--- config.mk ---
export PLATFORM = sky130hd
export DESIGN_NAME = hpmd_sqrt_cell
export DESIGN_NICKNAME = d
export VERILOG_FILES = /design/src/rtl/core/hpmd_pkg.sv /design/src/rtl/core/hpmd_sqrt_cell.sv
export SDC_FILE = /design/constraint.sdc
export NUM_CORES = 1
export LEC_CHECK = 0
export ABC_AREA = 0
export BUFFER_PORTS_ARGS = -buffer_cell sky130_fd_sc_hd__clkbuf_2
export CORE_MARGIN = 8
export CORE_UTILIZATION = 54
export CTS_CLUSTER_DIAMETER = 200
export DETAILED_ROUTE_END_ITERATION = 8
export MAX_ROUTING_LAYER = met4
export PLACE_DENSITY = 0.82
export SYNTH_ARGS = -nofsm -noshare
export SYNTH_HDL_FRONTEND = slang
export SYNTH_SLANG_ARGS = --single-unit
export TNS_END_PERCENT = 1
--- constraint.sdc ---
create_clock -name clk -period 0.8 [get_ports clk]
set_input_delay 0.04 -clock clk [delete_from_list [all_inputs] [get_ports clk]]
set_output_delay 0.04 -clock clk [all_outputs]
set_load 0.05 [all_outputs]
--- src/rtl/core/hpmd_pkg.sv ---
package hpmd_pkg;

    localparam int CoefW   = 32;
    localparam int PtW     = 16;
    localparam int OutW    = 24;
    localparam int RowW    = 49;
    localparam int DivW    = 76;
    localparam int QuoW    = 24;
    localparam int SqW     = 52;
    localparam int SqSteps = 26;

    localparam logic [2:0] REG_H00_H01 = 3'd0;
    localparam logic [2:0] REG_H02_H10 = 3'd1;
    localparam logic [2:0] REG_H11_H12 = 3'd2;
    localparam logic [2:0] REG_H20_H21 = 3'd3;
    localparam logic [2:0] REG_H22     = 3'd4;

    typedef struct packed {
        logic signed [PtW-1:0] src_x;
        logic signed [PtW-1:0] src_y;
        logic signed [PtW-1:0] ref_x;
        logic signed [PtW-1:0] ref_y;
    } pt_in_t;

    typedef struct packed {
        logic signed [OutW-1:0] mapped_x;
        logic signed [OutW-1:0] mapped_y;
        logic [OutW-1:0]        dist_res;
        logic                   denom_zero;
    } pt_out_t;

    typedef struct packed {
        logic [DivW-1:0] rem;
        logic            neg;
        logic            ovf;
        logic [QuoW-1:0] quo;
    } div_lane_t;

    typedef struct packed {
        logic                  valid;
        logic                  dz;
        logic [DivW-1:0]       dsh;
        div_lane_t             lx;
        div_lane_t             ly;
        logic signed [PtW-1:0] ref_x;
        logic signed [PtW-1:0] ref_y;
    } div_stage_t;

    typedef struct packed {
        logic                   valid;
        logic                   dz;
        logic signed [OutW-1:0] mx;
        logic signed [OutW-1:0] my;
        logic [SqW-1:0]         rem;
        logic [SqW-1:0]         root;
        logic [SqW-1:0]         bitv;
    } sq_stage_t;

endpackage

--- src/rtl/core/hpmd_sqrt_cell.sv ---
module hpmd_sqrt_cell (
    input  logic                clk,
    input  logic                rst_n,
    input  hpmd_pkg::sq_stage_t d,
    output hpmd_pkg::sq_stage_t q
);

    hpmd_pkg::sq_stage_t q_reg;
    hpmd_pkg::sq_stage_t q_next;
    logic [hpmd_pkg::SqW-1:0] trial;

    // One root bit per cell: try root+bit against the remainder.
    always_comb
    begin
        trial  = d.root + d.bitv;
        q_next = d;
        q_next.bitv = d.bitv >> 2;
        if (d.rem >= trial)
        begin
            q_next.rem  = d.rem - trial;
            q_next.root = (d.root >> 1) + d.bitv;
        end
        else
        begin
            q_next.root = d.root >> 1;
        end
    end

    always_ff @(posedge clk or negedge rst_n)
    begin
        if (!rst_n)
        begin
            q_reg <= '0;
        end
        else
        begin
            q_reg <= q_next;
        end
    end

    assign q = q_reg;

endmodule

==> flow_summary.toml, run 1 <==
[place]
hpwl_mm = 49.1
portBuffers = 411
routabilityCongestion = 0.964

[clocking]
post_cts_buffers = 17
cts.sinks = 204
cts_buffers = 23
post_cts_resize_count = 501
clockBufferDepth = 3
h-tree-depth = 1
hold_buffers = 203
clock-root-buffer = "clkbuf_16"

[floorplan]
die_y_um = 182
die_w_um = 182
rows = 60
ioPinCount = 414
start_util = 0.550

[synth]
yosysSeqAreaShare = 0.345
ys.flop_type = "dfrtp_1"
synth_edf_count = 0
synth.distinct_cells = 90
yosysTopAreaCellShare = 0.345
synthTopCellsByCount = "a21oi_1 (212), dfrtp_1 (204), ha_1 (154)"
syn_area_per_cell_um2 = 9.19
synth_top_area_cell = "dfrtp_1"
netlist_top_cells_area = "dfrtp_1 (34%), ha_1 (13%), a21oi_1 (7.2%)"
yosys_warnings = 0
synth-seq-cells = 204
async_flop_share = 1.00
synth.most_common_cell = "a21oi_1"
netlist_area_mm2 = 0.0148
synth_cells = 1611

[status]
status = "did not finish"
error = "[ERROR DPL-0033] detailed placement checks failed during check placement."
haltStage = "clock tree synthesis"
==> metrics by stage <==
stage / instances / setup slack, ps / util / instance area, um2 / TNS (ps)
after floorplan: 1612 / -3860 / - / 15000 / -395030
after global placement: 2910 / -4470 / 0.811 / 21900 / -447060
after detailed placement: 2910 / -4670 / 0.811 / 21900 / -468270
==> kinds of logic after synthesis <==
group	after synthesis	share of synthesized area
compound gates	568	0.251
simple gates	408	0.135
flops	204	0.345
fa+ha+maj	157	0.134
xor+xnor	137	0.0810
buf+inv	107	0.0324
mux	29	0.0219
other cells	1	0.000253
==> run 2, diff against run 1 <==
Settings changed: CORE_UTILIZATION 54 to 40, CTS_CLUSTER_DIAMETER 200 to unset, MAX_ROUTING_LAYER met4 to unset, PLACE_DENSITY 0.82 to unset, PLACE_DENSITY_LB_ADDON set to 0.15.
==> flow_summary.toml, run 2 <==
[synth]
synth_top_area_cell = "dfrtp_1"
yosys_warnings = 0
synth-seq-cells = 204
netlist_top_cells_area = "dfrtp_1 (34%), ha_1 (13%), a21oi_1 (7.2%)"
synth_cells = 1611
yosysTopAreaCellShare = 0.345
async_flop_share = 1.00
ys.flop_type = "dfrtp_1"
synthTopCellsByCount = "a21oi_1 (212), dfrtp_1 (204), ha_1 (154)"
synth_edf_count = 0
synth.most_common_cell = "a21oi_1"
yosysSeqAreaShare = 0.345
synth.distinct_cells = 90
netlist_area_mm2 = 0.0148
syn_area_per_cell_um2 = 9.19

[place]
routabilityCongestion = 0.917
dp_slack_ps = -4560
hpwl_mm = 46.6
placed_area_mm2 = 0.0220
portBuffers = 411

[sta]
hold_violations = 17
tightest_slew_ps = 512
relSlewSlack = 0.655
max_clock_freq_mhz = 218
drv_slew = 0
hold_slack_ps = -47.4
fin_ws_ps = -3780
layout_min_cycle_time_ps = 4580
rsz0062_at_grt = "yes"
setup_viol = 308
finalCritPeriodShare = 5.73

[worst_setup_path]
crit_fanout = 3
cp_common_cell = "o21ai_2"
worst_ep_required_time_ps = 1240
cp-end-kind = "flop"
path_class = "in -> reg"
start_kind = "primary input"
critPathSlowestCell = "or3b_4"
cp.arrival_ps = 5020
max_stage_delay_ps = 400

[power_and_ir_drop]
p_int_w = 0.0397
p_clk_frac = 0.185
power_frac_seq = 0.211
switching_power_w = 0.0290
peakVddDrop_v = 0.00186
cellLeakagePower_nw = 13.8
comb_power_share = 0.604
p_sw_frac = 0.422
powerDensity_mw_per_mm2 = 2470

[hold_path]
hp-start = "d[105]"
hold-path-cell-count = 3
hp-class = "in -> reg"
whs_endpoint = "q[105]"

[clocking]
hold_buffers = 204
cts_buffers = 24
clock-root-buffer = "clkbuf_16"
cts_tree = "yes"
cts.sinks = 204
path_clk_slew_ps = 60
clockBufferDepth = 3
h-tree-depth = 1

[finish]
stdcell_area_mm2 = 0.0278
largest_reg_flops = 204
layout-drive-gt1-share = 0.443
final_nets = 3194
final_cell_mix = "buf_4 (613), clkbuf_2 (205), buf_8 (205)"
syn_to_final_growth_pct = 87.9
final_common_cell = "buf_4"
nFillCells = 2474

[grt]
grt_use_met1 = 0.344
grt_pass1_wl_mm = 104
globalRouteMet3Util = 0.0601
track_usage = 0.295
grt_pass1_vias = 19100
gr-max-usage-layer = "met2"
use_met2 = 0.516
grt_overflow_total = 0
grt_start_max_net_pins = 38
grt_antenna_before_repair = 6

[job]
maxCapViolCount = 0

[routing]
viasPerCell = 5.36
ant_nets = 0
avgRoutedWirePerCell_um = 20.5
drt_iter0_drc = 1028
firstDrtPassIters = 5
num_vias = 17800
drcViolationCount = 0
drt_wl_total_mm = 67.9

[floorplan]
dieArea_mm2 = 0.0434
rows = 70
die_y_um = 208
ioPinCount = 414
start_util = 0.406
die_w_um = 208
coreArea_mm2 = 0.0365

[status]
violations = "negative hold slack, negative setup slack"
status = "complete, but fails checks"
-- run 2: cell counts after synthesis --
No cell type changed its count.
-- run 2: cells by family (layout without fill, tap and decap cells) --
family,count (synthesis),after routing,share of synthesized area
AOI/OAI and AO/OA,568,568,0.251
and+or+nand+nor,408,408,0.135
DFF,204,204,0.345
adders and majority gates,157,157,0.134
xor gates and xnor gates,137,137,0.0810
buffers and inverters,107,1342,0.0324
muxes,29,29,0.0219
other,1,6,0.000253
-- run 2: critical path, delay by kind of cell --
family,cells,cell delay (ps)
XOR/XNOR,1,180
multiplexers,1,270
buffers and inverters,6,890
adder cells (fa/ha/maj),3,770
AND/OR/NAND/NOR,2,510
AO/OA/AOI/OAI,15,2330
-- run 2: final cells by class --
| class | count | area (um2) | area share |
|---|---|---|---|
| multi-input combinational | 1301 | 9820 | 0.353 |
| clock buffer | 32 | 671 | 0.0241 |
| sequential | 204 | 5110 | 0.184 |
| timing repair buffer | 1254 | 11200 | 0.404 |
| inverter | 44 | 165 | 0.00593 |
| antenna | 4 | 10.0 | 0.000360 |
| tap | 468 | 586 | 0.0210 |
| clock inverter | 12 | 230 | 0.00827 |
-- run 2: timing repair --
action                                  4_1_cts  5_1_grt
cloned                                        5        0
pin swaps                                    50       18
endpoints found under the hold margin       408       18
endpoints found under the setup margin      308      308
buffers inserted                             21        5
resized for setup                           501      228
-- run 2: worst max path at each step --
stage	startpoint	depth (start not counted)	end
global placement	d[0]	25	q[154]
global route	d[52]	29	q[150]
detailed placement	d[0]	26	q[154]
CTS	d[0]	27	q[150]
finish	d[0]	28	q[150]
floorplan	d[0]	22	q[102]
-- run 2: power by group through the flow --
stage / Sequential, W / Clock (W) / Combinational, W
final: 0.0145 / 0.0128 / 0.0415
after global routing: 0.0146 / 0.0134 / 0.0437
after CTS: 0.0138 / 0.0128 / 0.0394
after detailed placement: 0.0136 / 0 / 0.0328
after global placement: 0.0136 / 0 / 0.0325
after floorplan: 0.0215 / 0 / 0.0124
-- run 2: per-stage QoR --
step                power, W  TNS, ps  hold slack [ps]  std cells  utilization
floorplan             0.0339  -395030             -256       1612            -
global placement      0.0461  -449000            -41.1       3038        0.602
detailed placement    0.0464  -456530            -40.2       3038        0.602
CTS                   0.0660  -441950            -90.8       3312        0.751
global route          0.0717  -469900            -41.5       3319        0.762
finish                0.0688  -453420            -47.4       3319        0.762
-- run 2: routing by layer --
metal  part of all wire  up-vias
met3              0.062      204
met5            0.00041        -
met1               0.40     8579
met2               0.49      661
met4              0.050        4
li1                   -     8337
Note: power is estimated with default switching activity, not from simulation.
