<file path="src/rtl/core/hpmd_pkg.sv">
package hpmd_pkg;

    localparam int CoefW   = 32;
    localparam int PtW     = 16;
    localparam int OutW    = 24;
    localparam int RowW    = 49;
    localparam int DivW    = 76;
    localparam int QuoW    = 24;
    localparam int SqW     = 52;
    localparam int SqSteps = 26;

    localparam logic [2:0] REG_H00_H01 = 3'd0;
    localparam logic [2:0] REG_H02_H10 = 3'd1;
    localparam logic [2:0] REG_H11_H12 = 3'd2;
    localparam logic [2:0] REG_H20_H21 = 3'd3;
    localparam logic [2:0] REG_H22     = 3'd4;

    typedef struct packed {
        logic signed [PtW-1:0] src_x;
        logic signed [PtW-1:0] src_y;
        logic signed [PtW-1:0] ref_x;
        logic signed [PtW-1:0] ref_y;
    } pt_in_t;

    typedef struct packed {
        logic signed [OutW-1:0] mapped_x;
        logic signed [OutW-1:0] mapped_y;
        logic [OutW-1:0]        dist_res;
        logic                   denom_zero;
    } pt_out_t;

    typedef struct packed {
        logic [DivW-1:0] rem;
        logic            neg;
        logic            ovf;
        logic [QuoW-1:0] quo;
    } div_lane_t;

    typedef struct packed {
        logic                  valid;
        logic                  dz;
        logic [DivW-1:0]       dsh;
        div_lane_t             lx;
        div_lane_t             ly;
        logic signed [PtW-1:0] ref_x;
        logic signed [PtW-1:0] ref_y;
    } div_stage_t;

    typedef struct packed {
        logic                   valid;
        logic                   dz;
        logic signed [OutW-1:0] mx;
        logic signed [OutW-1:0] my;
        logic [SqW-1:0]         rem;
        logic [SqW-1:0]         root;
        logic [SqW-1:0]         bitv;
    } sq_stage_t;

endpackage

</file>
<file path="src/rtl/core/hpmd_div_cell.sv">
module hpmd_div_cell (
    input  logic                clk,
    input  logic                rst_n,
    input  hpmd_pkg::div_stage_t d,
    output hpmd_pkg::div_stage_t q
);

    hpmd_pkg::div_stage_t q_reg;
    hpmd_pkg::div_stage_t q_next;

    // One restoring quotient bit per lane; divisor shifts down one place.
    always_comb
    begin
        q_next = d;
        q_next.dsh = d.dsh >> 1;
        if (d.lx.rem >= d.dsh)
        begin
            q_next.lx.rem = d.lx.rem - d.dsh;
            q_next.lx.quo = {d.lx.quo[hpmd_pkg::QuoW-2:0], 1'b1};
        end
        else
        begin
            q_next.lx.quo = {d.lx.quo[hpmd_pkg::QuoW-2:0], 1'b0};
        end
        if (d.ly.rem >= d.dsh)
        begin
            q_next.ly.rem = d.ly.rem - d.dsh;
            q_next.ly.quo = {d.ly.quo[hpmd_pkg::QuoW-2:0], 1'b1};
        end
        else
        begin
            q_next.ly.quo = {d.ly.quo[hpmd_pkg::QuoW-2:0], 1'b0};
        end
    end

    always_ff @(posedge clk or negedge rst_n)
    begin
        if (!rst_n)
        begin
            q_reg <= '0;
        end
        else
        begin
            q_reg <= q_next;
        end
    end

    assign q = q_reg;

endmodule

</file>
<file path="config.mk">
export PLATFORM = sky130hd
export DESIGN_NAME = hpmd_div_cell
export DESIGN_NICKNAME = d
export VERILOG_FILES = /design/src/rtl/core/hpmd_pkg.sv /design/src/rtl/core/hpmd_div_cell.sv
export SDC_FILE = /design/constraint.sdc
export NUM_CORES = 1
export LEC_CHECK = 0
export BUFFER_PORTS_ARGS = -buffer_cell sky130_fd_sc_hd__buf_2
export CAP_MARGIN = 20
export CORE_AREA = 2 2 248 250
export CTS_CLUSTER_DIAMETER = 100
export DETAILED_ROUTE_END_ITERATION = 10
export DIE_AREA = 0 0 250 252
export GPL_ROUTABILITY_DRIVEN = 0
export PLACE_DENSITY = 0.65
export SYNTH_ARGS = -nofsm -noshare
export SYNTH_HDL_FRONTEND = slang
export SYNTH_SLANG_ARGS = --single-unit
</file>
<file path="constraint.sdc">
create_clock -name clk -period 0.8 [get_ports clk]
set_input_delay 0.16 -clock clk [delete_from_list [all_inputs] [get_ports clk]]
set_output_delay 0.16 -clock clk [all_outputs]
set_load 0.01 [all_outputs]
</file>
# Word-level counts from Yosys, hierarchy flattened
# Cells that the tools add are included.
[classes] order_cmp=2 n_addsub=2 muxes=4
[ops] op="76-bit >= comparator" n=2
[ops] op="76-bit 2-to-1 mux" n=2
[ops] op="76-bit subtractor" n=2
[ops] op="1-bit 2-to-1 mux" n=2
[word_totals] inputBits=316 out_inout_bits=314 register_bits=313

# Logic depth before layout (Yosys ltp)
[depth] depth_word=2 depth_mapped=17 depth_no_buf=14

# Worst setup path before layout
# Ideal clock, no wire load.
[synth_path] kind="input to register" from="in d[58] (netlist bit)" to="reg q_reg, in the netlist q[64]" arrival_time_ns=3.102 n_path_buf=2 setup_slack_ns=-2.427 stages=15 t_required_ns=0.675 path_cell_list="inv_1 ha_1 fa_1 nor2b_1 o2111a_2 o21ai_2 o211a_1 o211a_1 o32a_1 o21ai_2 o21a_2 o221ai_4 buf_6 buf_6 mux2_4"
[synth_lines] item="start, declared" line_no="hpmd_div_cell.sv:4" rtl="input hpmd_pkg::div_stage_t d,"
[synth_lines] item="end signal, assigned" line_no="hpmd_div_cell.sv:44" rtl="q_reg <= q_next;"
[synth_lines] item="end, declared" line_no="hpmd_div_cell.sv:8" rtl="hpmd_pkg::div_stage_t q_reg;"

==> report_table.html <==
<table>
<tr><th>Metric</th><th>Value</th></tr>
<tr><th colspan="2">CTS</th></tr>
<tr><td>CTS H-tree lvls</td><td>2</td></tr>
<tr><td>CTS root buffer</td><td>sky130_fd_sc_hd__clkbuf_16</td></tr>
<tr><td>Clock sinks</td><td>313</td></tr>
<tr><td>Deepest clock path buffer count</td><td>3</td></tr>
<tr><td>Clk pin slew, worst setup/hold paths</td><td>0.06 ns</td></tr>
<tr><td>CTS tree</td><td>done</td></tr>
<tr><td>Number of buffers created by CTS</td><td>39</td></tr>
<tr><th colspan="2">Power and ir drop</th></tr>
<tr><td>Leakage component of the power</td><td>0.01808 uW</td></tr>
<tr><td>Maximum ir drop on the vdd rail</td><td>0.001353 V</td></tr>
<tr><td>Power, Total</td><td>64290 uW</td></tr>
<tr><td>Power Dens Cells</td><td>1741 nW/um^2</td></tr>
<tr><th colspan="2">Yosys</th></tr>
<tr><td>Share of flip-flops with an asynchronous set or reset</td><td>100.0%</td></tr>
<tr><td>Proportion of synthesized area in mux cells</td><td>1.057%</td></tr>
<tr><td>Flip-flop cell with the highest count after synthesis</td><td>sky130_fd_sc_hd__dfrtp_1</td></tr>
<tr><td>Post-synthesis adder-cell area fraction</td><td>10.31%</td></tr>
<tr><td>Count of cell types in the netlist</td><td>74</td></tr>
<tr><td>Mean cell area of the mapped netlist</td><td>8.927 sq um</td></tr>
<tr><td>Cell with the most instances after synthesis</td><td>sky130_fd_sc_hd__dfrtp_1</td></tr>
<tr><td>Post-synthesis sequential element count</td><td>313</td></tr>
<tr><td>Post-Synth XOR/XNOR Area</td><td>6.652%</td></tr>
<tr><td>Dominant cell type by area after synthesis</td><td>sky130_fd_sc_hd__dfrtp_1</td></tr>
<tr><td>Dominant combinational cell family by area after synthesis</td><td>compound AO/OA/AOI/OAI gates</td></tr>
<tr><td>Number of flops mapped to enable cells by yosys</td><td>0</td></tr>
<tr><td>Synth top area cells</td><td>sky130_fd_sc_hd__dfrtp_1, sky130_fd_sc_hd__ha_1, sky130_fd_sc_hd__a21oi_1, sky130_fd_sc_hd__o21ai_0, sky130_fd_sc_hd__nand2_1</td></tr>
<tr><td>Warnings from Yosys</td><td>0</td></tr>
<tr><td>Combined area of all synthesized cells</td><td>18830 sq um</td></tr>
<tr><td>Post-synthesis sequential area ratio</td><td>41.60%</td></tr>
<tr><td>Area share of the leading cell type in the synthesized netlist</td><td>41.60%</td></tr>
<tr><td>Net count of the mapped netlist</td><td>2579</td></tr>
<tr><td>Simple-gate area share of the yosys netlist</td><td>13.67%</td></tr>
<tr><td>Synthesized-area fraction occupied by ao, oa, aoi and oai cells</td><td>22.00%</td></tr>
<tr><td>Post-synth top cells</td><td>sky130_fd_sc_hd__dfrtp_1, sky130_fd_sc_hd__a21oi_1, sky130_fd_sc_hd__nand2_1, sky130_fd_sc_hd__o21ai_0, sky130_fd_sc_hd__nor2_1</td></tr>
<tr><td>Gate count after technology mapping</td><td>2109</td></tr>
<tr><th colspan="2">Setup path</th></tr>
<tr><td>Arrival time reported for the critical path endpoint</td><td>3.49 ns</td></tr>
<tr><td>Slowest CP cell</td><td>sky130_fd_sc_hd__fa_2</td></tr>
<tr><td>Largest driver fanout on the critical path</td><td>8</td></tr>
<tr><td>CP Launch Point</td><td>d[236]</td></tr>
<tr><td>Setup crit start kind</td><td>primary input</td></tr>
<tr><td>Count of buffer and inverter cells on the critical path</td><td>4</td></tr>
<tr><td>Crit. End Element</td><td>flip-flop</td></tr>
<tr><td>Worst endpoint required time</td><td>1.27 ns</td></tr>
<tr><td>Largest stage delay on the critical path</td><td>0.38 ns</td></tr>
<tr><td>Largest delay contributor family on the critical path</td><td>compound AO/OA/AOI/OAI gates</td></tr>
<tr><td>Worst path cell trace</td><td>buf_12 &gt; ha_4 &gt; fa_2 &gt; nor2b_4 &gt; o2111a_2 &gt; o21ai_4 &gt; o211a_1 &gt; o211a_1 &gt; o32a_1 &gt; o21ai_2 &gt; o21a_2 &gt; o221ai_4 &gt; buf_6 &gt; buf_12 &gt; buf_8 &gt; o21ai_1</td></tr>
<tr><td>Type of the worst setup path</td><td>primary input to flip-flop</td></tr>
<tr><th colspan="2">Drt</th></tr>
<tr><td>Number of violations reported at the end of detailed-routing iteration 0</td><td>1779</td></tr>
<tr><td>Wirelength per Cell</td><td>21.69 um</td></tr>
<tr><td>Post-route DRC</td><td>0</td></tr>
<tr><td>Total wirelength of the detailed-routed design</td><td>101300 um</td></tr>
<tr><td>Via count normalized by instance count</td><td>5.137</td></tr>
<tr><td>Count of TritonRoute iterations in the first routing pass</td><td>7</td></tr>
<tr><td>Number of nets with antenna violations after detailed routing</td><td>0</td></tr>
<tr><td>Number of vias after detailed routing</td><td>23990</td></tr>
<tr><th colspan="2">Global routing</th></tr>
<tr><td>Vias in the first global route</td><td>24510</td></tr>
<tr><td>Pin count of the biggest net entering global routing</td><td>41</td></tr>
<tr><td>Met1 routing resource usage after global routing</td><td>32.39%</td></tr>
<tr><td>Total GRT Usage</td><td>29.54%</td></tr>
<tr><td>Wire length of the first global-routing pass</td><td>142400 um</td></tr>
<tr><td>Grt met2 use</td><td>50.70%</td></tr>
<tr><td>Overflow left after global routing</td><td>0</td></tr>
<tr><td>Number of antenna violations at the first check in global routing</td><td>31</td></tr>
<tr><td>Global routing met3 resource utilization</td><td>8.449%</td></tr>
<tr><td>Busiest metal layer after global routing</td><td>met2</td></tr>
<tr><th colspan="2">STA</th></tr>
<tr><td>Final Max Slew Viols</td><td>0</td></tr>
<tr><td>Unrepaired setup endpoints after global routing</td><td>yes</td></tr>
<tr><td>Fmax</td><td>331.3 MHz</td></tr>
<tr><td>Worst-margin pin slew</td><td>0.5356 ns</td></tr>
<tr><td>Remaining max-slew budget at the tightest pin</td><td>63.92%</td></tr>
<tr><td>Portion of the clock cycle consumed by the worst path in the final layout</td><td>377.3%</td></tr>
<tr><td>Setup violation total in the final timing report</td><td>472</td></tr>
<tr><td>Endpoints failing hold</td><td>0</td></tr>
<tr><td>Final worst setup slack</td><td>-2.219 ns</td></tr>
<tr><td>Crit path time final</td><td>3.019 ns</td></tr>
<tr><th colspan="2">Floorplan</th></tr>
<tr><td>Horizontal extent of the die</td><td>250 um</td></tr>
<tr><td>Initial cell density of the core</td><td>31.31%</td></tr>
<tr><td>Total Die Area</td><td>63000 sq um</td></tr>
<tr><td># rows</td><td>90</td></tr>
<tr><td>Number of I/O pins</td><td>630</td></tr>
<tr><td>Std-Cell Core Area</td><td>60130 sq um</td></tr>
<tr><td>Die Y</td><td>252 um</td></tr>
<tr><th colspan="2">Cells and area</th></tr>
<tr><td>Fin cells</td><td>4669</td></tr>
<tr><td>Proportion of layout cells with a drive suffix above 1</td><td>48.50%</td></tr>
<tr><td>Area added between synthesis and finish</td><td>96.11%</td></tr>
<tr><td>Util after Layout</td><td>61.40%</td></tr>
<tr><td>Flip-flop count of the largest register, all copies and words added</td><td>313</td></tr>
<tr><td>Final nets</td><td>4309</td></tr>
<tr><th colspan="2">Worst hold path</th></tr>
<tr><td>Type of the most critical hold path</td><td>primary input to flip-flop</td></tr>
<tr><td>Beginning of the worst hold path</td><td>d[181]</td></tr>
<tr><th colspan="2">Run status</th></tr>
<tr><td>Violations in the final reports</td><td>setup timing</td></tr>
<tr><td>Outcome</td><td>finished with violations</td></tr>
<tr><th colspan="2">Place</th></tr>
<tr><td># port buffers</td><td>626</td></tr>
<tr><td>Final HPWL DP</td><td>69310 um</td></tr>
<tr><td>Cell count after placement</td><td>4180</td></tr>
<tr><th colspan="2">Run</th></tr>
<tr><td>Max cap viols</td><td>0</td></tr>
</table>
-- cells in the final DEF, fill, tap and decap left out, drive strengths merged, types with 8 or more instances in the layout --
| master | netlist | routed |
|---|---|---|
| nand2 | 201 | 201 |
| a31oi | 13 | 13 |
| buf | 21 | 1459 |
| nor4 | 9 | 9 |
| clkinv | 0 | 10 |
| or3 | 12 | 12 |
| o31ai | 9 | 9 |
| o21bai | 26 | 26 |
| and3 | 10 | 10 |
| a221o | 8 | 8 |
| ha | 152 | 152 |
| a21o | 63 | 63 |
| o21a | 18 | 18 |
| nor2 | 175 | 175 |
| nor3 | 28 | 28 |
| xnor2 | 74 | 74 |
| inv | 129 | 131 |
| nand2b | 12 | 12 |
| a21oi | 268 | 268 |
| and2 | 8 | 8 |
| dfrtp | 313 | 313 |
| xor2 | 69 | 69 |
| mux2 | 14 | 14 |
| a21boi | 12 | 12 |
| dlygate4sd3 | 0 | 312 |
| a211oi | 13 | 13 |
| o21ai | 198 | 198 |
| nor2b | 8 | 8 |
| clkbuf | 72 | 63 |
| nand4 | 64 | 64 |
| diode | 0 | 19 |
| nand3 | 22 | 22 |
| or2 | 8 | 8 |
| o211ai | 10 | 10 |
-- timing repair --
item,CTS,global route
resized for setup,421,276
hold buffers,312,0
cloned,12,12
buffers inserted,42,29
endpoints found under the setup margin,467,472
pin swaps,61,66
endpoints found under the hold margin,621,0
-- per-layer routing --
layer	up-vias	routed length (um)	share of wire, %
li1	10970	-	-
met1	11400	36770	36
met2	1172	47980	47
met3	424	8869	8.8
met4	22	7536	7.4
met5	-	129	0.13
-- stage by stage --
stage / setup TNS, ns / hold WS (ns) / worst slack (ns) / instance area (sq um)
2_1_floorplan: -304.48 / -0.1356 / -2.221 / 19390
5_1_grt: -466.20 / 0.02853 / -2.232 / 36900
6_report: -445.43 / 0.03950 / -2.219 / 36920
4_1_cts: -433.55 / 0.003851 / -2.069 / 35550
3_5_place_dp: -413.17 / -0.003888 / -2.926 / 28830
3_3_place_gp: -406.90 / -0.005573 / -2.874 / 28830
-- area by class of cell --
cell class | instances | area (sq um)
Fill cell | 4743 | 23210
Timing Repair Buffer | 1782 | 14290
Tap cell | 782 | 978.4
Clock buffer | 52 | 1085
Inverter | 129 | 530.5
Antenna cell | 19 | 47.55
Clock inverter | 18 | 240.2
Multi-Input combinational cell | 1574 | 11920
Sequential cell | 313 | 7835
-- where the power goes --
part	total (uW)	switching (uW)	internal, uW
clock	18600	7660	10900
sequential	18600	939	17600
combinational	27100	13400	13700
total	64300	22000	42300
-- cells by family (layout without fill, tap and decap cells) --
group           Yosys count  in the layout
compound gates          691            691
simple gates            568            568
flops                   313            313
buf+inv                 222           1981
fa+ha+maj               154            154
xor+xnor                143            143
mux                      17             17
other cells               1             20
-- worst min-delay path, stage by stage --
cell	delay [ns]
sky130_fd_sc_hd__buf_2	0.15
sky130_fd_sc_hd__buf_4	0.14
sky130_fd_sc_hd__nor2_4	0.03
sky130_fd_sc_hd__a21oi_2	0.08
-- path summary, 6_finish.rpt --
check / end / slack [ns] / depth (start not counted)
worst max-delay path: q[71] / -2.22 / 16
min in group asynchronous: q[154] / 0.22 / 3
max in group asynchronous: q[183] / -0.27 / 3
worst min-delay path: q[181] / 0.04 / 4
(Power assumes the default switching activity.)
